**src/hdl/rau_pkg.sv**
```systemverilog
// Types, widths, operation codes and helpers for the rational arithmetic unit.
package rau_pkg;

  localparam int OPERAND_WIDTH = 16;
  localparam int VAL_W         = 2 * OPERAND_WIDTH;
  localparam int SHIFT_W       = $clog2(VAL_W);
  localparam int CNT_W         = $clog2(VAL_W + 1);
  localparam int KIND_W        = 3;
  localparam int RES_NUM_W     = 33;
  localparam int RES_DEN_W     = 31;

  localparam logic [KIND_W-1:0] KIND_ADD = 3'd0;
  localparam logic [KIND_W-1:0] KIND_SUB = 3'd1;
  localparam logic [KIND_W-1:0] KIND_MUL = 3'd2;
  localparam logic [KIND_W-1:0] KIND_DIV = 3'd3;
  localparam logic [KIND_W-1:0] KIND_CMP = 3'd4;

  typedef struct packed {
    logic busy;
    logic done;
  } unit_status_t;

  typedef struct packed {
    logic                     neg;
    logic [OPERAND_WIDTH-1:0] mag;
  } sm_op_t;

  typedef struct packed {
    logic             neg;
    logic [VAL_W-1:0] mag;
  } sm_val_t;

  function automatic sm_op_t sm_from_field(logic [OPERAND_WIDTH-1:0] v);
    sm_op_t r;
    r.neg = v[OPERAND_WIDTH-1];
    r.mag = r.neg ? (~v + OPERAND_WIDTH'(1)) : v;
    return r;
  endfunction

  function automatic logic signed [VAL_W:0] sm_to_tc(sm_val_t x);
    logic signed [VAL_W:0] m;
    m = $signed({1'b0, x.mag});
    return x.neg ? -m : m;
  endfunction

endpackage

```
**src/hdl/rau_op_if.sv**
```systemverilog
// Operand channel: operation code and two fractions.
interface rau_op_if import rau_pkg::*; ();
  logic                            valid;
  logic                            ready;
  logic [KIND_W-1:0]               kind;
  logic signed [OPERAND_WIDTH-1:0] a_num;
  logic signed [OPERAND_WIDTH-1:0] a_den;
  logic signed [OPERAND_WIDTH-1:0] b_num;
  logic signed [OPERAND_WIDTH-1:0] b_den;

  modport source (output valid, kind, a_num, a_den, b_num, b_den, input ready);
  modport sink   (input valid, kind, a_num, a_den, b_num, b_den, output ready);
endinterface

```
**src/hdl/rau_res_if.sv**
```systemverilog
// Result channel: reduced fraction and compare flags.
interface rau_res_if import rau_pkg::*; ();
  logic                        valid;
  logic                        ready;
  logic signed [RES_NUM_W-1:0] result_num;
  logic [RES_DEN_W-1:0]        result_den;
  logic                        is_less;
  logic                        is_greater;

  modport source (output valid, result_num, result_den, is_less, is_greater, input ready);
  modport sink   (input valid, result_num, result_den, is_less, is_greater, output ready);
endinterface

```
**src/hdl/rational_arithmetic_unit.sv**
```systemverilog
// Rational arithmetic unit: add, subtract, multiply, divide or compare two signed
// fractions, with results reduced to lowest terms and a positive denominator.
// One item is in work at a time; ready is low from acceptance until the result is
// handed to the output register, which may still hold the previous result while the
// next item is accepted. Every item first forms its cross products one at a time on
// the one shared 16x16 multiplier, then the raw fraction. Compare, unused codes and
// zero results then go straight to the output stage. Other arithmetic runs the binary
// GCD unit, one shift or subtract per cycle, and then two restoring divisions by the
// GCD on one shared divider, one for the numerator and one for the denominator.
module rational_arithmetic_unit import rau_pkg::*; (
  input  logic   clk,
  input  logic   rst,
  rau_op_if.sink    operands,
  rau_res_if.source results
);

  localparam logic [3:0] S_IDLE = 4'd0;
  localparam logic [3:0] S_MUL  = 4'd1;
  localparam logic [3:0] S_FORM = 4'd2;
  localparam logic [3:0] S_GCD  = 4'd3;
  localparam logic [3:0] S_DIVN = 4'd4;
  localparam logic [3:0] S_DIVD = 4'd5;
  localparam logic [3:0] S_DONE = 4'd6;

  localparam logic [1:0] MSTEP_LAST = 2'd2;
  localparam int EXT_W = VAL_W + RES_NUM_W + 1;

  function automatic sm_op_t norm_num(sm_op_t n, sm_op_t d);
    sm_op_t r;
    r = '0;
    if (d.mag != '0) begin
      r.neg = n.neg ^ d.neg;
      r.mag = n.mag;
    end
    return r;
  endfunction

  function automatic sm_op_t norm_den(sm_op_t d);
    sm_op_t r;
    r.neg = 1'b0;
    r.mag = (d.mag == '0) ? OPERAND_WIDTH'(1) : d.mag;
    return r;
  endfunction

  logic [3:0]        state;
  logic [KIND_W-1:0] kind_r;
  sm_op_t            an, ad, bn, bd;
  sm_op_t            f_an, f_ad, f_bn, f_bd;
  logic [1:0]        mstep;
  sm_op_t            mx, my;
  sm_val_t           mp, p0, p1, p2;

  logic [VAL_W-1:0]  num_mag, den_mag, qn;
  logic              res_neg;
  logic              gcd_start, div_start;
  unit_status_t      gcd_st, div_st;
  logic [VAL_W-1:0]  gcd_g, div_q, div_dividend;

  logic signed [VAL_W:0]   t0, t1;
  logic signed [VAL_W+1:0] sum;
  logic [VAL_W+1:0]        sum_abs;
  logic [VAL_W-1:0]        f_num_mag;
  sm_val_t                 f_den;
  logic                    f_zero;

  logic signed [VAL_W:0]   qn_tc;
  logic [EXT_W-1:0]        num_ext, den_ext;

  logic [RES_NUM_W-1:0] pend_num, out_num;
  logic [RES_DEN_W-1:0] pend_den, out_den;
  logic                 pend_lt, pend_gt, out_lt, out_gt, res_valid;

  assign operands.ready = (state == S_IDLE);

  assign f_an = sm_from_field(operands.a_num);
  assign f_ad = sm_from_field(operands.a_den);
  assign f_bn = sm_from_field(operands.b_num);
  assign f_bd = sm_from_field(operands.b_den);

  // operand routing per multiply step
  always_comb begin
    case (mstep)
      2'd0: begin
        mx = an;
        my = (kind_r == KIND_MUL) ? bn : bd;
      end
      2'd1: begin
        mx = (kind_r == KIND_MUL) ? ad : bn;
        my = (kind_r == KIND_MUL) ? bd : ad;
      end
      default: begin
        mx = ad;
        my = bd;
      end
    endcase
  end

  rau_mul u_mul (.x(mx), .y(my), .p(mp));

  // raw fraction from the products
  always_comb begin
    t0 = sm_to_tc(p0);
    t1 = sm_to_tc(p1);
    case (kind_r)
      KIND_ADD: sum = (VAL_W+2)'(t0) + (VAL_W+2)'(t1);
      KIND_SUB: sum = (VAL_W+2)'(t0) - (VAL_W+2)'(t1);
      default:  sum = (VAL_W+2)'(t0);
    endcase
    sum_abs   = sum[VAL_W+1] ? (VAL_W+2)'(-sum) : (VAL_W+2)'(sum);
    f_num_mag = sum_abs[VAL_W-1:0];
    f_den     = (kind_r == KIND_ADD || kind_r == KIND_SUB) ? p2 : p1;
    f_zero    = (f_num_mag == '0) || (f_den.mag == '0);
  end

  assign div_dividend = (state == S_DIVD) ? den_mag : num_mag;

  rau_gcd u_gcd (
    .clk(clk), .rst(rst), .start(gcd_start),
    .m(num_mag), .n(den_mag), .status(gcd_st), .g(gcd_g)
  );

  rau_div u_div (
    .clk(clk), .rst(rst), .start(div_start),
    .dividend(div_dividend), .divisor(gcd_g), .status(div_st), .quotient(div_q)
  );

  assign qn_tc   = res_neg ? -$signed({1'b0, qn}) : $signed({1'b0, qn});
  assign num_ext = EXT_W'(qn_tc);
  assign den_ext = EXT_W'(div_q);

  always_ff @(posedge clk) begin
    if (rst) begin
      state     <= S_IDLE;
      res_valid <= 1'b0;
      gcd_start <= 1'b0;
      div_start <= 1'b0;
    end else begin
      gcd_start <= 1'b0;
      div_start <= 1'b0;
      if (res_valid && results.ready) begin
        res_valid <= 1'b0;
      end
      case (state)
        S_IDLE: begin
          if (operands.valid) begin
            kind_r <= operands.kind;
            mstep  <= '0;
            state  <= S_MUL;
            if (operands.kind == KIND_CMP) begin
              an <= norm_num(f_an, f_ad);
              ad <= norm_den(f_ad);
              bn <= norm_num(f_bn, f_bd);
              bd <= norm_den(f_bd);
            end else begin
              an <= f_an;
              ad <= f_ad;
              bn <= f_bn;
              bd <= f_bd;
            end
          end
        end
        S_MUL: begin
          case (mstep)
            2'd0:    p0 <= mp;
            2'd1:    p1 <= mp;
            default: p2 <= mp;
          endcase
          mstep <= mstep + 2'd1;
          if (mstep == MSTEP_LAST) begin
            state <= S_FORM;
          end
        end
        S_FORM: begin
          pend_num <= '0;
          pend_den <= RES_DEN_W'(1);
          pend_lt  <= 1'b0;
          pend_gt  <= 1'b0;
          state    <= S_DONE;
          case (kind_r)
            KIND_ADD, KIND_SUB, KIND_MUL, KIND_DIV: begin
              if (!f_zero) begin
                num_mag   <= f_num_mag;
                den_mag   <= f_den.mag;
                res_neg   <= sum[VAL_W+1] ^ f_den.neg;
                gcd_start <= 1'b1;
                state     <= S_GCD;
              end
            end
            KIND_CMP: begin
              pend_lt <= t0 < t1;
              pend_gt <= t0 > t1;
            end
            default: begin
            end
          endcase
        end
        S_GCD: begin
          if (gcd_st.done) begin
            div_start <= 1'b1;
            state     <= S_DIVN;
          end
        end
        S_DIVN: begin
          if (div_st.done) begin
            qn        <= div_q;
            div_start <= 1'b1;
            state     <= S_DIVD;
          end
        end
        S_DIVD: begin
          if (div_st.done) begin
            pend_num <= num_ext[RES_NUM_W-1:0];
            pend_den <= den_ext[RES_DEN_W-1:0];
            pend_lt  <= 1'b0;
            pend_gt  <= 1'b0;
            state    <= S_DONE;
          end
        end
        S_DONE: begin
          if (!res_valid || results.ready) begin
            out_num   <= pend_num;
            out_den   <= pend_den;
            out_lt    <= pend_lt;
            out_gt    <= pend_gt;
            res_valid <= 1'b1;
            state     <= S_IDLE;
          end
        end
        default: state <= S_IDLE;
      endcase
    end
  end

  assign results.valid      = res_valid;
  assign results.result_num = $signed(out_num);
  assign results.result_den = out_den;
  assign results.is_less    = out_lt;
  assign results.is_greater = out_gt;

endmodule

```
**src/hdl/rau_mul.sv**
```systemverilog
// Shared sign-magnitude multiplier for operand products.
module rau_mul import rau_pkg::*; (
  input  sm_op_t  x,
  input  sm_op_t  y,
  output sm_val_t p
);

  always_comb begin
    p.mag = VAL_W'(x.mag) * VAL_W'(y.mag);
    p.neg = (x.neg ^ y.neg) && (p.mag != '0);
  end

endmodule

```
**src/hdl/rau_gcd.sv**
```systemverilog
// Binary GCD unit: one shift or subtract step per cycle.
module rau_gcd import rau_pkg::*; (
  input  logic             clk,
  input  logic             rst,
  input  logic             start,
  input  logic [VAL_W-1:0] m,
  input  logic [VAL_W-1:0] n,
  output unit_status_t     status,
  output logic [VAL_W-1:0] g
);

  logic               busy;
  logic               done;
  logic [VAL_W-1:0]   u;
  logic [VAL_W-1:0]   v;
  logic [SHIFT_W-1:0] k;

  always_ff @(posedge clk) begin
    if (rst) begin
      busy <= 1'b0;
      done <= 1'b0;
    end else begin
      done <= 1'b0;
      if (start) begin
        u    <= m;
        v    <= n;
        k    <= '0;
        busy <= 1'b1;
      end else if (busy) begin
        if (u == '0 || v == '0) begin
          g    <= (u | v) << k;
          busy <= 1'b0;
          done <= 1'b1;
        end else if (!u[0] && !v[0]) begin
          u <= u >> 1;
          v <= v >> 1;
          k <= k + SHIFT_W'(1);
        end else if (!u[0]) begin
          u <= u >> 1;
        end else if (!v[0]) begin
          v <= v >> 1;
        end else if (u >= v) begin
          u <= u - v;
        end else begin
          v <= v - u;
        end
      end
    end
  end

  assign status = '{busy: busy, done: done};

endmodule

```
**src/hdl/rau_div.sv**
```systemverilog
// Restoring divider: one quotient bit per cycle.
module rau_div import rau_pkg::*; (
  input  logic             clk,
  input  logic             rst,
  input  logic             start,
  input  logic [VAL_W-1:0] dividend,
  input  logic [VAL_W-1:0] divisor,
  output unit_status_t     status,
  output logic [VAL_W-1:0] quotient
);

  logic             busy;
  logic             done;
  logic [CNT_W-1:0] cnt;
  logic [VAL_W-1:0] rem;
  logic [VAL_W-1:0] quo;
  logic [VAL_W-1:0] dsr;
  logic [VAL_W:0]   trial;
  logic             fits;

  assign trial = {rem, quo[VAL_W-1]};
  assign fits  = trial >= {1'b0, dsr};

  always_ff @(posedge clk) begin
    if (rst) begin
      busy <= 1'b0;
      done <= 1'b0;
    end else begin
      done <= 1'b0;
      if (start) begin
        rem  <= '0;
        quo  <= dividend;
        dsr  <= divisor;
        cnt  <= CNT_W'(VAL_W);
        busy <= 1'b1;
      end else if (busy) begin
        rem <= fits ? VAL_W'(trial - {1'b0, dsr}) : VAL_W'(trial);
        quo <= {quo[VAL_W-2:0], fits};
        cnt <= cnt - CNT_W'(1);
        if (cnt == CNT_W'(1)) begin
          busy <= 1'b0;
          done <= 1'b1;
        end
      end
    end
  end

  assign quotient = quo;
  assign status   = '{busy: busy, done: done};

endmodule

```
**src/flat_wrapper.sv**
```systemverilog
// flat-port wrapper written by rule: the top's interface ports become plain ports
module rational_arithmetic_unit_flat import rau_pkg::*;
  (clk, rst, operands_valid, operands_kind, operands_a_num, operands_a_den, operands_b_num, operands_b_den, operands_ready, results_valid, results_result_num, results_result_den, results_is_less, results_is_greater, results_ready);
  rau_op_if operands_i ();
  rau_res_if results_i ();
  input  logic clk;
  input  logic rst;
  input wire logic [$bits(operands_i.valid)-1:0] operands_valid;
  input wire logic [$bits(operands_i.kind)-1:0] operands_kind;
  input wire logic [$bits(operands_i.a_num)-1:0] operands_a_num;
  input wire logic [$bits(operands_i.a_den)-1:0] operands_a_den;
  input wire logic [$bits(operands_i.b_num)-1:0] operands_b_num;
  input wire logic [$bits(operands_i.b_den)-1:0] operands_b_den;
  output wire logic [$bits(operands_i.ready)-1:0] operands_ready;
  output wire logic [$bits(results_i.valid)-1:0] results_valid;
  output wire logic [$bits(results_i.result_num)-1:0] results_result_num;
  output wire logic [$bits(results_i.result_den)-1:0] results_result_den;
  output wire logic [$bits(results_i.is_less)-1:0] results_is_less;
  output wire logic [$bits(results_i.is_greater)-1:0] results_is_greater;
  input wire logic [$bits(results_i.ready)-1:0] results_ready;
  assign operands_i.valid = operands_valid;
  assign operands_i.kind = operands_kind;
  assign operands_i.a_num = operands_a_num;
  assign operands_i.a_den = operands_a_den;
  assign operands_i.b_num = operands_b_num;
  assign operands_i.b_den = operands_b_den;
  assign operands_ready = operands_i.ready;
  assign results_valid = results_i.valid;
  assign results_result_num = results_i.result_num;
  assign results_result_den = results_i.result_den;
  assign results_is_less = results_i.is_less;
  assign results_is_greater = results_i.is_greater;
  assign results_i.ready = results_ready;
  rational_arithmetic_unit u_core (.clk(clk), .rst(rst), .operands(operands_i), .results(results_i));
endmodule
```
**config.mk**
```make
export PLATFORM = sky130hd
export DESIGN_NAME = rational_arithmetic_unit_flat
export DESIGN_NICKNAME = d
export VERILOG_FILES = /design/src/hdl/rau_pkg.sv /design/src/hdl/rau_op_if.sv /design/src/hdl/rau_res_if.sv /design/src/hdl/rational_arithmetic_unit.sv /design/src/hdl/rau_mul.sv /design/src/hdl/rau_gcd.sv /design/src/hdl/rau_div.sv /design/src/flat_wrapper.sv
export SDC_FILE = /design/constraint.sdc
export NUM_CORES = 2
export LEC_CHECK = 0
export ABC_AREA = 1
export BUFFER_PORTS_ARGS = -buffer_cell sky130_fd_sc_hd__buf_2
export CAP_MARGIN = 20
export CORE_ASPECT_RATIO = 0.5
export CORE_MARGIN = 2
export CORE_UTILIZATION = 33
export DETAILED_ROUTE_END_ITERATION = 12
export GPL_ROUTABILITY_DRIVEN = 0
export HOLD_SLACK_MARGIN = 0.02
export PLACE_DENSITY = 0.49
export SKIP_LAST_GASP = 1
export SLEW_MARGIN = 40
export SYNTH_ARGS = -nofsm -noshare
export SYNTH_HDL_FRONTEND = slang
export SYNTH_HIERARCHICAL = 1
export SYNTH_SLANG_ARGS = --single-unit
export TNS_END_PERCENT = 10
```
**constraint.sdc**
```tcl
create_clock -name clk -period 17.2 [get_ports clk]
set_input_delay 1.72 -clock clk [delete_from_list [all_inputs] [get_ports clk]]
set_output_delay 1.72 -clock clk [all_outputs]
set_load 0.05 [all_outputs]
```
Word-level counts from Yosys, hierarchy flattened
Cells that the tools add are included.
{ "op_classes": {"n_addsub": 16, "n_mul": 1, "magnitude_cmp": 4, "n_eq_ne": 24, "shift": 1, "n_mux": 81, "bitwise_logic": 17, "n_reduce_logical": 51} }
{ "ops": {"columns": ["op", "count"], "rows": [
  ["32-bit two-way mux", 20],
  ["33-bit two-way mux", 5],
  ["32-bit zero test", 4],
  ["16-bit two-way mux", 8],
  ["17-bit two-way mux", 7],
  ["32-bit negator with 33-bit output", 3],
  ["32-bit subtractor", 3],
  ["17-bit case mux with 2 select lines", 2],
  ["34-bit case mux with 2 select lines", 1],
  ["33-bit case mux with 2 select lines", 1],
  ["16-bit by 1-bit adder with 16-bit output (second input constant)", 4],
  ["16-bit NOT", 4],
  ["31-bit case mux with 2 select lines", 1],
  ["33-bit by 33-bit adder with 34-bit output", 1],
  ["33-bit by 33-bit subtractor with 34-bit output", 1],
  ["33-bit by 32-bit >= comparator with 1-bit output", 1],
  ["33-bit greater-than comparator", 1],
  ["33-bit less-than comparator", 1],
  ["32-bit >= comparator", 1],
  ["16-bit zero test", 2],
  ["16-bit by 16-bit multiplier with 32-bit output", 1],
  ["32-bit negator", 1],
  ["32-bit bitwise OR", 1],
  ["16-bit nonzero test", 2],
  ["other kinds (46)", 119]
]} }
{ "word_totals": {"register_bits": 615, "inputBits": 71, "out_inout_bits": 68, "word_cells": 241} }

Logic depth before layout (Yosys ltp)
{ "logic_depth": {"depth_word": 11, "ltp_mapped": 45, "ltp_nobuf": 44} }

Cells and area by module
The synthesis kept the hierarchy.
{ "by_module_without_submodules": {"columns": ["module", "instances", "cells_per_inst", "area_per_inst_um2", "seq_area_each_um2"], "rows": [
  ["rational_arithmetic_unit", 1, 2912, 24632.4, 12161.7],
  ["rau_gcd", 1, 1789, 11288.3, 3072.9],
  ["rau_mul", 1, 1462, 9816.9, 0.0],
  ["rau_div", 1, 977, 7099.3, 3103.0]
]} }

Worst setup path after synthesis
Ideal clock, no wire load.
{ "synth_path": {"path_type": "register -> register", "from": "register u_core/p1[0] (netlist bit)", "to": "register u_core.den_mag[0], enable pin", "setup_time_ns": 0.488, "arrival_time_ns": 7.445, "t_required_ns": 16.712, "path_slack_ns": 9.266, "stages_incl_launch_ff": 41, "path_buffers": 2, "period_less_slack_ns": 7.934, "cell_sequence": "edfxtp_1 nor3_1 inv_1 nor3_1 nand3_1 nor3_1 inv_1 nor3_1 nand3_1 nor3_1 nand3_1 nor3_1 nand2_1 nor2_1 nand2_1 nand2_1 o21ai_0 xor2_1 (+5 left out) inv_1 a21oi_1 o21a_1 nand2_1 o21ai_0 nand3_4 nand2_8 inv_6 buf_4 nand2_1 nand2_1 nand2_1 nand2_1 nand3_1 nor2_1 nand2_1 nand3_1 nor2_1"} }
{ "synth_via": {"elab_chain_len": 10, "elab_cells_between_ends": 13} }
{ "synth_lines": {"columns": ["element", "line", "source"], "rows": [
  ["start, declared", "rational_arithmetic_unit.sv:51", "sm_val_t mp, p0, p1, p2;"],
  ["start signal, assigned", "rational_arithmetic_unit.sv:165", "2'd1: p1 <= mp;"],
  ["32-bit negator with 33-bit output", "rau_pkg.sv:43", "return x.neg ? -m : m;"],
  ["33-bit two-way mux", "rau_pkg.sv:43", null],
  ["33-bit by 33-bit subtractor with 34-bit output / 33-bit by 33-bit adder with 34-bit output (equally long branches)", "rational_arithmetic_unit.sv:106, rational_arithmetic_unit.sv:105", null],
  ["34-bit case mux with 2 select lines", "rational_arithmetic_unit.sv:104", "case (kind_r)"],
  ["32-bit negator", "rational_arithmetic_unit.sv:109", "sum_abs = sum[VAL_W+1] ? (VAL_W+2)'(-sum) : (VAL_W+2)'(sum);"],
  ["32-bit two-way mux", "rational_arithmetic_unit.sv:109", null],
  ["32-bit zero test", "rational_arithmetic_unit.sv:112", "f_zero = (f_num_mag == '0) || (f_den.mag == '0);"],
  ["1-bit logical OR (*)", "rational_arithmetic_unit.sv:112", null],
  ["1-bit NOT (no source line) (*)", null, null],
  ["4-bit AND reduction (no source line) (*)", null, null],
  ["end signal, assigned", "rational_arithmetic_unit.sv:183", "den_mag <= f_den.mag;"],
  ["end, declared", "rational_arithmetic_unit.sv:53", "logic [VAL_W-1:0] num_mag, den_mag, qn;"]
]} }
Every way passes the cells marked *; elsewhere a longest branch is shown, timed or not.
A chain may end at the register's enable or synchronous reset.

==> impl_metrics.ini <==
[cells_and_area]
fillers = 16817
drive_gt1_share_pct = 7.60
multi_input_area_um2 = 28600
n_antenna_cell = 0
seqCellArea_um2 = 18300
area_growth_pct = 9.88
nets = 7766

[clock_network]
cts.sinks = 614
cts_resized = 0
cts_max_path_buffers = 3
hold_buffers = 0
clock_latency_ns = 0.67
cts_tree = built
clk_pin_slew_worst_paths_ns = 0.06
cts_buffers = 68
cts_setup_buffers = 0
cts_root_buffer = clkbuf_16
cts-htree-levels = 3

[detailed_routing]
wl_per_cell_um = 18.0
vias = 45165
viasPerCell = 4.84
dr.first_iter.drc_count = 3578
routed_wirelength_um = 168000
drc = 0
antenna_left = 0
dr.pass1.iters = 6

[worst_setup_path]
crit_type = flip-flop to flip-flop
cp_max_fo = 38
crit_family = adder cells
crit_end = u_core/p0[32]
crit_buf_inv = 8
cp_data_required_time_ns = 17.57
r2r_slack_ns = 9.48
end_kind = flip-flop
critPathArrivalTime_ns = 8.09
rr_startpoint = u_core/mstep[0]
cp-startpoint = u_core/mstep[0]
cp_slowest_cell = nor2_2
crit_path_start_kind = flip-flop
critPathMaxStageDelay_ns = 0.62
reg2reg_depth = 32
r2r-end = u_core/p0[32]
crit_cells = 32

[timing]
max-slew-margin-rel_pct = 40.7
final.setup.tns_ns = 0
finalCritPeriodShare_pct = 44.9
rsz0062_at_grt = no
finalCriticalPeriod_ns = 7.72
hold_violations = 0
fmax_ghz = 0.130
slew_viol_final = 0
setup_viol = 0
tightest_slew_ns = 0.881
fin_worst_skew_ns = 0.0455

[synth]
avgSynthCellArea_um2 = 7.40
synthCells = 7138
syn_area_um2 = 52800
synth_nets = 7721
yosys_warnings = 6

[flow_run]
maxCapViolations = 0

[global_routing]
grt_use_total_pct = 20.5
grt-ovfl-total = 0
first_global_vias = 44519
antenna_found_initial = 6
grt_pass1_wl_um = 261000
grt_start_max_net_pins = 66

[floorplanning]
die_area_um2 = 163000
fp-row-count = 103
start_util_pct = 33.4
num_io_pins = 139
die_h_um = 287
coreArea_um2 = 158000
die_w_um = 570

[placement]
io_buffer_count = 138
dp.final_hpwl_um = 136000

[worst_hold_path]
hold_class = flip-flop to flip-flop

[outcome]
status = finished clean
-- routing by layer --
| layer | vias up | track usage [%] | wire length (um) |
|---|---|---|---|
| li1 | 22551 | - | - |
| met1 | 21377 | 28.0 | 77300 |
| met2 | 1041 | 34.5 | 77800 |
| met3 | 186 | 2.35 | 8130 |
| met4 | 10 | 5.38 | 4240 |
| met5 | - | 0 | 80 |
-- cell type report --
| type | count | area share, % |
|---|---|---|
| Timing Repair Buffer | 213 | 2.31 |
| Inverter | 1323 | 8.58 |
| Tap cell | 2100 | 4.53 |
| Multi-Input combinational cell | 4963 | 49.2 |
| Clock inverter | 44 | 0.757 |
| Clock buffer | 76 | 2.98 |
| Sequential cell | 614 | 31.6 |
-- through the flow --
stage                     instance area [um2]  setup slack (ns)  cells  hold slack (ns)  utilization (%)
final                                   58000              9.48   9333            0.410             36.6
after global routing                    58000              8.91   9333            0.411             36.6
after CTS                               58000              9.42   9332            0.404             36.6
after detailed placement                55800              9.45   9212            0.405             35.3
after global placement                  55700              9.23   9206            0.400             35.2
after floorplan                         52800              9.27   7138            0.400                -
-- how the worst min path moves through the flow --
| stage | cells after the start | from | end |
|---|---|---|---|
| 2_1_floorplan | 0 | u_core/pend_gt | u_core/results.is_greater |
| 5_1_grt | 0 | u_core/u_gcd/g[14] | u_core/u_div/dsr[14] |
| 6_report | 0 | u_core/pend_num[31] | u_core/results.result_num[31] |
| 4_1_cts | 0 | u_core/u_gcd/g[14] | u_core/u_div/dsr[14] |
| 3_3_place_gp | 0 | u_core/u_gcd/g[13] | u_core/u_div/dsr[13] |
| 3_5_place_dp | 0 | u_core/pend_num[10] | u_core/results.result_num[10] |
-- registers in the layout, indices dropped and copies added, names as in the netlist, 5 cells and up --
signal,count
u_core/u_gcd/k,5
u_core/bd,17
u_core/den_mag,32
u_core/num_mag,32
u_core/u_div/dsr,32
u_core/ad,17
u_core/u_gcd/u,32
u_core/an,17
u_core/pend_den,31
u_core/results.result_num,33
u_core/u_div/cnt,6
u_core/qn,32
u_core/bn,17
u_core/u_gcd/v,32
u_core/results.result_den,31
u_core/p1,33
u_core/u_gcd/g,32
u_core/u_div/quotient,32
u_core/p2,33
u_core/u_div/rem,32
u_core/p0,33
u_core/pend_num,33
-- cell usage in the layout (no fill, tap or decap), types with 14 or more instances in the layout --
cell and instances:
nand2_2 45, ha_1 312, o21bai_1 26, clkbuf_16 68
nor2_1 663, o21ai_1 31, nor3_1 74, xnor2_1 36
nand2_1 2092, buf_2 138, inv_1 1269, a22oi_1 18
inv_2 43, o21ai_0 314, fa_1 199, nand3_2 19
nor2_4 17, nor2_2 38, nand3_1 339, a21oi_1 294
edfxtp_1 604, buf_4 64, o211ai_1 16, nand3b_1 40
and2_1 14, xor2_1 137, nand4_1 80, or2_2 27
nor4_1 25, clkinv_1 16
Power is not shown: default switching activity piles up to over one toggle a cycle in this logic, so the estimate is an artifact.
